### config.mk
export PLATFORM = sky130hd
export DESIGN_NAME = sorted_insertion_list_flat
export DESIGN_NICKNAME = d
export VERILOG_FILES = /design/src/sil_pkg.sv /design/src/sil_req_if.sv /design/src/sil_rsp_if.sv /design/src/sorted_insertion_list.sv /design/src/flat_wrapper.sv
export VERILOG_INCLUDE_DIRS = /design/src /design/src/src
export SDC_FILE = /design/constraint.sdc
export NUM_CORES = 1
export LEC_CHECK = 0
export BUFFER_PORTS_ARGS = -buffer_cell sky130_fd_sc_hd__buf_2
export CAP_MARGIN = 25
export CORE_MARGIN = 3
export CORE_UTILIZATION = 47
export CTS_BUF_LIST = sky130_fd_sc_hd__clkbuf_8
export DETAILED_ROUTE_END_ITERATION = 16
export PLACE_DENSITY = 0.61
export SYNTH_ARGS = -nofsm -noshare
export SYNTH_HDL_FRONTEND = slang
export SYNTH_SLANG_ARGS = --single-unit
### constraint.sdc
create_clock -name clk -period 7.07 [get_ports clk]
set_input_delay 0.3535 -clock clk [delete_from_list [all_inputs] [get_ports clk]]
set_output_delay 0.3535 -clock clk [all_outputs]
set_load 0.005 [all_outputs]
### src/sorted_insertion_list_defines.svh
// ============================================================================
// Sorted insertion list assertion macros
// Shared assertion wrappers; they expand to nothing under synthesis.
// ============================================================================
`ifndef SORTED_INSERTION_LIST_DEFINES_SVH
`define SORTED_INSERTION_LIST_DEFINES_SVH

`ifndef SYNTHESIS
`define SIL_ASSERT(lbl, prop) \
  lbl: assert property (@(posedge clk) disable iff (rst) prop) \
    else $error("sorted_insertion_list: check failed");
`define SIL_ASSERT_ALWAYS(lbl, prop) \
  lbl: assert property (@(posedge clk) prop) \
    else $error("sorted_insertion_list: check failed");
`else
`define SIL_ASSERT(lbl, prop)
`define SIL_ASSERT_ALWAYS(lbl, prop)
`endif

`endif

### src/sil_pkg.sv
// ============================================================================
// Sorted insertion list package
// Field widths, action and status codes, and the stored entry type.
// ============================================================================
package sil_pkg;

  localparam int unsigned CAPACITY_DEF = 16;

  localparam int unsigned ACTION_W = 2;
  localparam int unsigned KIND_W   = 2;
  localparam int unsigned TAG_W    = 8;
  localparam int unsigned KEY_W    = 16;
  localparam int unsigned POS_W    = 4;
  localparam int unsigned STATUS_W = 2;
  localparam int unsigned COUNT_W  = 5;

  localparam logic [ACTION_W-1:0] ACT_CLEAR  = 2'd0;
  localparam logic [ACTION_W-1:0] ACT_INSERT = 2'd1;
  localparam logic [ACTION_W-1:0] ACT_READ   = 2'd2;

  localparam logic [STATUS_W-1:0] ST_OK    = 2'd0;
  localparam logic [STATUS_W-1:0] ST_FULL  = 2'd1;
  localparam logic [STATUS_W-1:0] ST_RANGE = 2'd2;

  typedef struct packed {
    logic [KIND_W-1:0]       kind;
    logic [TAG_W-1:0]        tag;
    logic signed [KEY_W-1:0] key;
  } entry_t;

endpackage

### src/sil_req_if.sv
// ============================================================================
// Sorted insertion list request channel
// Valid/ready channel carrying one action transaction.
// ============================================================================
interface sil_req_if;
  logic                              valid;
  logic                              ready;
  logic [sil_pkg::ACTION_W-1:0]      action;
  logic [sil_pkg::KIND_W-1:0]        kind;
  logic [sil_pkg::TAG_W-1:0]         tag_index;
  logic signed [sil_pkg::KEY_W-1:0]  sort_key;
  logic [sil_pkg::POS_W-1:0]         read_pos;

  modport source (output valid, action, kind, tag_index, sort_key, read_pos,
                  input ready);
  modport sink (input valid, action, kind, tag_index, sort_key, read_pos,
                output ready);
endinterface

### src/sil_rsp_if.sv
// ============================================================================
// Sorted insertion list result channel
// Valid/ready channel carrying one result transaction.
// ============================================================================
interface sil_rsp_if;
  logic                              valid;
  logic                              ready;
  logic [sil_pkg::STATUS_W-1:0]      status;
  logic [sil_pkg::COUNT_W-1:0]       entry_count;
  logic [sil_pkg::KIND_W-1:0]        out_kind;
  logic [sil_pkg::TAG_W-1:0]         out_tag;
  logic signed [sil_pkg::KEY_W-1:0]  out_key;

  modport source (output valid, status, entry_count, out_kind, out_tag, out_key,
                  input ready);
  modport sink (input valid, status, entry_count, out_kind, out_tag, out_key,
                output ready);
endinterface

### src/sorted_insertion_list.sv
// ============================================================================
// Sorted insertion list
// Bounded list of tagged entries held in ascending signed-key order.
// ============================================================================
// Usage:
//   req carries one action transaction: clear, insert (kind, tag_index,
//   sort_key) or read (read_pos). rsp returns exactly one result per request:
//   status, entry count after the action, and the read entry or zeros.
//   The list sits in a single-port-write, registered-read memory. An insert
//   walks down from the top entry: each step reads one entry and either
//   moves it up one place or writes the new entry; the new entry goes to
//   position zero once every stored entry has moved up. A read waits for
//   the registered memory output; clear and rejected actions go straight
//   to the result.
//   One request is in progress at a time; req.ready is high only when idle.
//   The result sits in an output register; while rsp is stalled the finished
//   result waits and no new request is taken.
//   Reset empties the list at once (count to zero, no memory sweep) and
//   drops any pending result. Entry contents are not cleared.
// ============================================================================
`include "sorted_insertion_list_defines.svh"

module sorted_insertion_list #(
  parameter int unsigned CAPACITY = sil_pkg::CAPACITY_DEF
) (
  input  logic      clk,
  input  logic      rst,
  sil_req_if.sink   req,
  sil_rsp_if.source rsp
);
  import sil_pkg::*;

  localparam int unsigned CNT_W = $clog2(CAPACITY + 1);
  localparam int unsigned IDX_W = $clog2(CAPACITY);
  localparam int unsigned EXT_W = CNT_W + POS_W + 1;

  typedef enum logic [4:0] {
    S_IDLE   = 5'b00001,
    S_FETCH  = 5'b00010,
    S_SHIFT  = 5'b00100,
    S_RDWAIT = 5'b01000,
    S_DONE   = 5'b10000
  } state_t;

  state_t            state;
  state_t            state_next;
  logic [CNT_W-1:0]  count;
  logic [CNT_W-1:0]  count_next;
  logic [CNT_W-1:0]  idx;
  logic [CNT_W-1:0]  idx_next;
  logic [CNT_W-1:0]  idx_m1;

  entry_t            mem [CAPACITY];
  entry_t            mem_rd;
  entry_t            mem_wd;
  logic              mem_we;
  logic [IDX_W-1:0]  mem_wa;
  logic [IDX_W-1:0]  mem_ra;

  entry_t            new_entry;
  logic              load_new;
  logic [STATUS_W-1:0] res_status;
  logic [STATUS_W-1:0] res_status_next;
  entry_t            res_entry;
  entry_t            res_entry_next;

  logic [EXT_W-1:0]  pos_ext;
  logic [EXT_W-1:0]  cnt_ext;
  logic              full;
  logic              range_bad;
  logic              move_up;
  logic              accept;
  logic              out_load;

  logic              out_valid;
  logic [STATUS_W-1:0] out_status;
  logic [COUNT_W-1:0]  out_count;
  entry_t            out_entry;

  assign req.ready = (state == S_IDLE);
  assign accept    = req.valid && req.ready;

  assign pos_ext   = EXT_W'(req.read_pos);
  assign cnt_ext   = EXT_W'(count);
  assign full      = (count >= CNT_W'(CAPACITY));
  assign range_bad = (pos_ext >= cnt_ext);
  assign idx_m1    = idx - 1'b1;
  assign move_up   = ($signed(mem_rd.key) > $signed(new_entry.key));
  assign out_load  = (state == S_DONE) && (!out_valid || rsp.ready);

  always_comb begin
    mem_ra = '0;
    case (state)
      S_IDLE:  mem_ra = pos_ext[IDX_W-1:0];
      S_FETCH: mem_ra = idx_m1[IDX_W-1:0];
      default: mem_ra = '0;
    endcase
  end

  always_comb begin
    state_next      = state;
    count_next      = count;
    idx_next        = idx;
    res_status_next = res_status;
    res_entry_next  = res_entry;
    load_new        = 1'b0;
    mem_we          = 1'b0;
    mem_wa          = idx[IDX_W-1:0];
    mem_wd          = new_entry;
    case (state)
      S_IDLE: begin
        if (accept) begin
          load_new        = 1'b1;
          res_status_next = ST_OK;
          res_entry_next  = '0;
          idx_next        = count;
          state_next      = S_DONE;
          case (req.action)
            ACT_CLEAR: begin
              count_next = '0;
            end
            ACT_INSERT: begin
              if (full) begin
                res_status_next = ST_FULL;
              end else begin
                state_next = S_FETCH;
              end
            end
            ACT_READ: begin
              if (range_bad) begin
                res_status_next = ST_RANGE;
              end else begin
                state_next = S_RDWAIT;
              end
            end
            default: begin
              state_next = S_DONE;
            end
          endcase
        end
      end
      S_FETCH: begin
        if (idx == '0) begin
          mem_we     = 1'b1;
          mem_wd     = new_entry;
          count_next = count + 1'b1;
          state_next = S_DONE;
        end else begin
          state_next = S_SHIFT;
        end
      end
      S_SHIFT: begin
        mem_we = 1'b1;
        if (move_up) begin
          mem_wd     = mem_rd;
          idx_next   = idx_m1;
          state_next = S_FETCH;
        end else begin
          mem_wd     = new_entry;
          count_next = count + 1'b1;
          state_next = S_DONE;
        end
      end
      S_RDWAIT: begin
        res_entry_next = mem_rd;
        state_next     = S_DONE;
      end
      S_DONE: begin
        if (out_load) begin
          state_next = S_IDLE;
        end
      end
      default: begin
        state_next = S_IDLE;
      end
    endcase
  end

  always_ff @(posedge clk) begin
    if (mem_we) begin
      mem[mem_wa] <= mem_wd;
    end
    mem_rd <= mem[mem_ra];
  end

  always_ff @(posedge clk) begin
    if (rst) begin
      state     <= S_IDLE;
      count     <= '0;
      out_valid <= 1'b0;
    end else begin
      state <= state_next;
      count <= count_next;
      if (out_load) begin
        out_valid <= 1'b1;
      end else if (rsp.ready) begin
        out_valid <= 1'b0;
      end
    end
  end

  always_ff @(posedge clk) begin
    idx        <= idx_next;
    res_status <= res_status_next;
    res_entry  <= res_entry_next;
    if (load_new) begin
      new_entry.kind <= req.kind;
      new_entry.tag  <= req.tag_index;
      new_entry.key  <= req.sort_key;
    end
    if (out_load) begin
      out_status <= res_status;
      out_count  <= cnt_ext[COUNT_W-1:0];
      out_entry  <= res_entry;
    end
  end

  assign rsp.valid       = out_valid;
  assign rsp.status      = out_status;
  assign rsp.entry_count = out_count;
  assign rsp.out_kind    = out_entry.kind;
  assign rsp.out_tag     = out_entry.tag;
  assign rsp.out_key     = out_entry.key;

  `SIL_ASSERT(a_count_bound, count <= CNT_W'(CAPACITY))
  `SIL_ASSERT(a_full_flag, (state == S_DONE && res_status == ST_FULL) |-> full)
  `SIL_ASSERT(a_insert_grows, (state == S_SHIFT && !move_up) |=> count == $past(count) + 1'b1)
  `SIL_ASSERT_ALWAYS(a_reset_idle, rst |=> (state == S_IDLE && !out_valid && count == '0))

endmodule
### src/flat_wrapper.sv
// flat-port wrapper written by rule: the top's interface ports become plain ports
module sorted_insertion_list_flat import sil_pkg::*;
#(
  parameter int unsigned CAPACITY = sil_pkg::CAPACITY_DEF
)
  (clk, rst, req_valid, req_action, req_kind, req_tag_index, req_sort_key, req_read_pos, req_ready, rsp_valid, rsp_status, rsp_entry_count, rsp_out_kind, rsp_out_tag, rsp_out_key, rsp_ready);
  sil_req_if req_i ();
  sil_rsp_if rsp_i ();
  input  logic clk;
  input  logic rst;
  input wire logic [$bits(req_i.valid)-1:0] req_valid;
  input wire logic [$bits(req_i.action)-1:0] req_action;
  input wire logic [$bits(req_i.kind)-1:0] req_kind;
  input wire logic [$bits(req_i.tag_index)-1:0] req_tag_index;
  input wire logic [$bits(req_i.sort_key)-1:0] req_sort_key;
  input wire logic [$bits(req_i.read_pos)-1:0] req_read_pos;
  output wire logic [$bits(req_i.ready)-1:0] req_ready;
  output wire logic [$bits(rsp_i.valid)-1:0] rsp_valid;
  output wire logic [$bits(rsp_i.status)-1:0] rsp_status;
  output wire logic [$bits(rsp_i.entry_count)-1:0] rsp_entry_count;
  output wire logic [$bits(rsp_i.out_kind)-1:0] rsp_out_kind;
  output wire logic [$bits(rsp_i.out_tag)-1:0] rsp_out_tag;
  output wire logic [$bits(rsp_i.out_key)-1:0] rsp_out_key;
  input wire logic [$bits(rsp_i.ready)-1:0] rsp_ready;
  assign req_i.valid = req_valid;
  assign req_i.action = req_action;
  assign req_i.kind = req_kind;
  assign req_i.tag_index = req_tag_index;
  assign req_i.sort_key = req_sort_key;
  assign req_i.read_pos = req_read_pos;
  assign req_ready = req_i.ready;
  assign rsp_valid = rsp_i.valid;
  assign rsp_status = rsp_i.status;
  assign rsp_entry_count = rsp_i.entry_count;
  assign rsp_out_kind = rsp_i.out_kind;
  assign rsp_out_tag = rsp_i.out_tag;
  assign rsp_out_key = rsp_i.out_key;
  assign rsp_i.ready = rsp_ready;
  sorted_insertion_list #(.CAPACITY(CAPACITY)) u_core (.clk(clk), .rst(rst), .req(req_i), .rsp(rsp_i));
endmodule
Yosys cells after proc, flatten, opt, wreduce, memory -nomap -nowiden. Memory sizes are Yosys's and may differ from the RTL's. A register that Yosys moved wholly into a read port is not among the register bits. Index checks and enable logic that the tools add are counted.

Memories: 1. Input bits: 36. Output and inout bits: 35. RAM bits: 416. Flip-flop bits (word level): 103.

Memories: u_core.mem (depth 16, bits a word 26, read ports 1, clocked after Yosys merged registers in 1, write ports 1, RTL line sorted_insertion_list.sv:53) `entry_t mem [CAPACITY];`.

Equality and inequality tests: 13. Muxes and demuxes: 32. $add $sub $neg: 2. Reduce and logical (&&, ||, !) cells: 15. Order comparisons: 3.

Operators with widths (count): 2-to-1 mux 26 bit (3); 2-to-1 mux 5 bit (12); case mux 26 bit (2 select lines) (1); case mux 5 bit (5 select lines) (1); case mux 5 bit (2 select lines) (2); > comparator 16 bit (1); case mux 5 bit (3 select lines) (1); 2-to-1 mux 1 bit (8); case mux 4 bit (2 select lines) (1); != test 2 x 1 -> 1 bit, second input constant (3); != test 2 bit, second input constant (3); AND reduction 2 bit (3); nonzero test 2 bit (3); adder 5 x 1 -> 5 bit, second input constant (1); equality test 5 x 1 -> 1 bit, second input constant (1); equality test 5 x 2 -> 1 bit, second input constant (1); equality test 5 x 3 -> 1 bit, second input constant (1); equality test 5 x 4 -> 1 bit, second input constant (1); equality test 5 bit, second input constant (1); greater-or-equal comparator 4 x 5 -> 1 bit (1); greater-or-equal comparator 5 bit, second input constant (1); logical NOT 5 bit (1); AND reduction 5 bit (1); subtractor 5 x 1 -> 5 bit, second input constant (1); other kinds (11) (12).

Logic depth before layout (Yosys ltp).
Depth in word-level cells: 5. Mapped depth: 11. Depth with buffers taken out: 8.

Worst setup path after synthesis. Ideal clock, no wire load.

Path kind: reg-to-reg. From: reg u_core.idx[0]. To: mem u_core.mem[3][0] (netlist bit), enable pin. Cell stages (with the launch flop): 8. Period minus slack after synthesis: 3.661 ns. Arrival: 3.220 ns. Data required time: 6.628 ns. Setup slack: 3.409 ns. Setup time: 0.442 ns. Cell sequence: edfxtp_1 -> inv_1 -> ha_1 -> nor4b_2 -> nand2b_1 -> nand2_1 -> nand2_1 -> nor3_1.

Cells in the longest elaborated chain, start to end: 5.

RTL lines: start: declaration (RTL line sorted_insertion_list.sv:49) `logic [CNT_W-1:0] idx;`; start signal: assignment (RTL line sorted_insertion_list.sv:203) `idx <= idx_next;`; logical NOT 5 bit (RTL line sorted_insertion_list.sv:143) `if (idx == '0) begin`; 2-to-1 mux 1 bit (RTL line sorted_insertion_list.sv:143); case mux 1 bit (2 select lines) (RTL line sorted_insertion_list.sv:110) `case (state)`; 2-to-1 mux 1 bit (RTL line sorted_insertion_list.sv:180) `if (mem_we) begin`; 2-to-1 mux 1 bit (implied by the code) (RTL line sorted_insertion_list.sv:181) `mem[mem_wa] <= mem_wd;`; end: declaration (RTL line sorted_insertion_list.sv:53).

Several ways; a longest one is shown, not always the timed one.

==> flow_summary.toml <==
[synth]
synth_seq_cells = 545
synth_ff_type = "edfxtp_1"
synthArstFlopShare_pct = 0
yosys_warnings = 0
avgSynthCellArea_um2 = 18.08
ys_seq_area_share_pct = 75.16
synth_cell_types = 55
synth_area_um2 = 21280
synth_cells = 1177
synth_edf_count = 508
synth_nets = 1241

[timing]
rsz0062_at_grt = "no"
tightest_slew_ps = 1066
slew_viol_final = 0
hold_viol = 0
finalCritPeriodShare_pct = 58.26
skew_ps = 23.73
fmax_mhz = 242.8
setup_viol = 0
slew_headroom_pct = 28.69
timing.final.crit_period_ps = 4119
timing.setup.tns_ps = 0

[power]
pwr-share-comb_pct = 12.1
power_density_nw_per_um2 = 298.0
p_clk_share_pct = 36.4
p_int_mw = 5.461
p_sw_share_pct = 25.14
leakagePower_nw = 8.413
switchingPower_mw = 1.834
ir_drop_uv = 117.8
pwr-share-seq_pct = 51.5

[worst_setup_path]
r2r_cells = 7
crit_path_end_kind = "flip-flop"
worstSetupPathType = "reg2reg"
cp_max_fo = 27
crit_arrival_ps = 4410
required_ps = 7360
setup.worst_path.start_class = "flip-flop"

[grt]
grt_usage_pct = 21.48
grt.overflow.total = 0
grt_pass1_vias = 11390
grt_pass1_wl_mm = 74.58
grt_start_max_net_pins = 157
antenna_found_initial = 1

[final_layout]
utilization_pct = 55.00
multi_input_area_um2 = 5041
seq_area_um2 = 16000
area_growth_pct = 15.03
drive_above_1_share_pct = 22.10
antenna_cells = 0
fill_cells = 3522
fin_nets = 1395

[detailed_routing]
drc = 0
wl_mm = 50.62
detail-route-antenna-nets = 0
via_count = 11490
via_per_inst = 5.760
dr.pass1.iters = 5
drt-wirelength-per-cell_um = 25.37
drt-initial-drc-count = 988

[placement]
dp_hpwl_mm = 25.51
portBuffers = 70
routabilityCongestion = 0.7793

[worst_hold_path]
min_path_type = "in2reg"
whs_path_depth = 2

[clock_network]
cts_buffer_depth = 3
cts-root-buf = "clkbuf_8"
worstSkewPairLatency_ps = 650
numCtsBuffers = 87
cts_tree = "done"
cts.sinks = 545
clk_pin_slew_worst_paths_ps = 60
htreeDepth = 3

[die]
core-area_um2 = 44510
dieHeight_um = 218.8
rows = 77
fp.dieW_um = 218.8
die-area_um2 = 47870
initial_core_util_pct = 47.81
io_pins = 71

[outcome]
outcome = "finished clean"

[run]
cap_violations = 0
==> critical path: stages (launching register included) <==
cell	delay, ps
edfxtp_1	340
inv_1	50
ha_1	310
a21o_1	160
a2111oi_0	830
a41oi_1	610
and2_2	760
mux2_1	680
==> per-stage QoR <==
stage	hold WS [ps]	worst slack [ps]	power [mW]	std cells	cell area [um^2]
after floorplan	400.3	3409	4.406	1177	21280
after global placement	400.6	3214	4.681	1807	22440
after detailed placement	405.4	3085	4.695	1807	22440
after CTS	8.428	3068	7.363	1994	24450
after global routing	54.55	2791	7.594	1995	24480
final	56.44	2951	7.296	1995	24480
==> timing repair <==
action,in CTS,in global routing
resized for setup,0,0
setup buffers,0,0
hold buffers,26,0
endpoints found under the hold margin,26,0
==> kinds of logic after synthesis <==
| kind of cell | count (synthesis) | share of synthesized area (%) |
|---|---|---|
| AND/OR/NAND/NOR | 205 | 5.303 |
| AO/OA/AOI/OAI | 180 | 6.568 |
| XOR/XNOR | 2 | 0.08233 |
| multiplexers | 130 | 9.325 |
| buffers and inverters | 87 | 1.911 |
| flip-flops | 545 | 75.16 |
| adder cells (fa/ha/maj) | 28 | 1.646 |
==> layout make-up <==
cell class	count	share of cell area, %
clock inverters	54	1.140
multi-input cells	545	20.59
flip-flops and latches	545	65.34
well taps	592	3.026
clock buffers	107	6.016
inverters	30	0.4600
repair buffers	122	3.424
==> placed cells by master (no fill, tap or decap), types with 18 or more instances in the layout <==
cell	instances
clkbuf_8	107
nand3_1	30
dlygate4sd3_1	26
a211oi_1	52
edfxtp_1	508
buf_2	70
mux4_2	52
mux2i_1	52
inv_1	53
ha_1	28
nand2_1	26
and2_1	78
dfxtp_1	37
a211o_1	52
a22oi_1	27
mux2_1	18
buf_4	24
==> cells in the mapped netlist (all sizes together) (2+ instances only) <==
cell,n,area [um^2]
mux2i,52,520.5
a21o,8,60.06
buf,31,196.4
mux2,26,292.8
mux4,52,1171
o22ai,2,18.77
nor3,8,40.04
clkbuf,26,97.59
nand4,8,50.05
inv,30,112.6
nor2,25,93.84
and3,3,18.77
nand3,30,150.1
o32ai,2,17.52
nor2b,2,12.51
a22oi,27,202.7
and2,79,494.2
a2111oi,2,18.77
nand2,28,105.1
nand3b,5,37.54
o21ai,9,45.04
a211oi,52,390.4
a21oi,13,68.82
or3,2,17.52
nor4b,2,23.77
a211o,52,455.4
ha,28,350.3
edfxtp,508,15250
nand2b,9,56.30
a221oi,3,26.28
dfxtp,37,740.7
a2bb2oi,3,32.53
xnor2,2,17.52
==> state kept, by name, indices dropped and copies added (netlist names) <==
register,cells
u_core.count,5
u_core.idx,5
u_core.mem,416
u_core.mem_rd,26
u_core.new_entry,26
u_core.res_entry,26
u_core.res_status,2
u_core.rsp.entry_count,5
u_core.rsp.out_key,16
u_core.rsp.out_kind,2
u_core.rsp.out_tag,8
u_core.rsp.status,2
u_core.rsp.valid,1
u_core.state,5
==> metal layers <==
metal,vias up,track usage (%),routed length [um]
met5,-,0,0
met4,0,7.237,1254
met3,101,4.016,3911
met2,482,33.99,23740
met1,5878,30.35,21720
li1,5031,-,-
==> power groups by stage <==
stage	combinational [mW]	sequential [mW]	clock, mW
5_1_grt	0.956	3.77	2.87
3_3_place_gp	0.861	3.82	0
2_1_floorplan	0.613	3.79	0
4_1_cts	0.885	3.76	2.72
3_5_place_dp	0.869	3.83	0
6_report	0.881	3.76	2.65
==> final timing paths <==
| path | slack, ps | end | start |
|---|---|---|---|
| setup / recovery | 2950 | u_core.mem[7][6] | u_core.new_entry[13] |
| hold / removal | 60 | u_core.state[1] | rst |
| setup reg to reg | 2950 | u_core.mem[7][6] | u_core.new_entry[13] |
| hold reg to reg | 420 | u_core.rsp.out_tag[7] | u_core.res_entry[23] |
(Power assumes the default switching activity.)
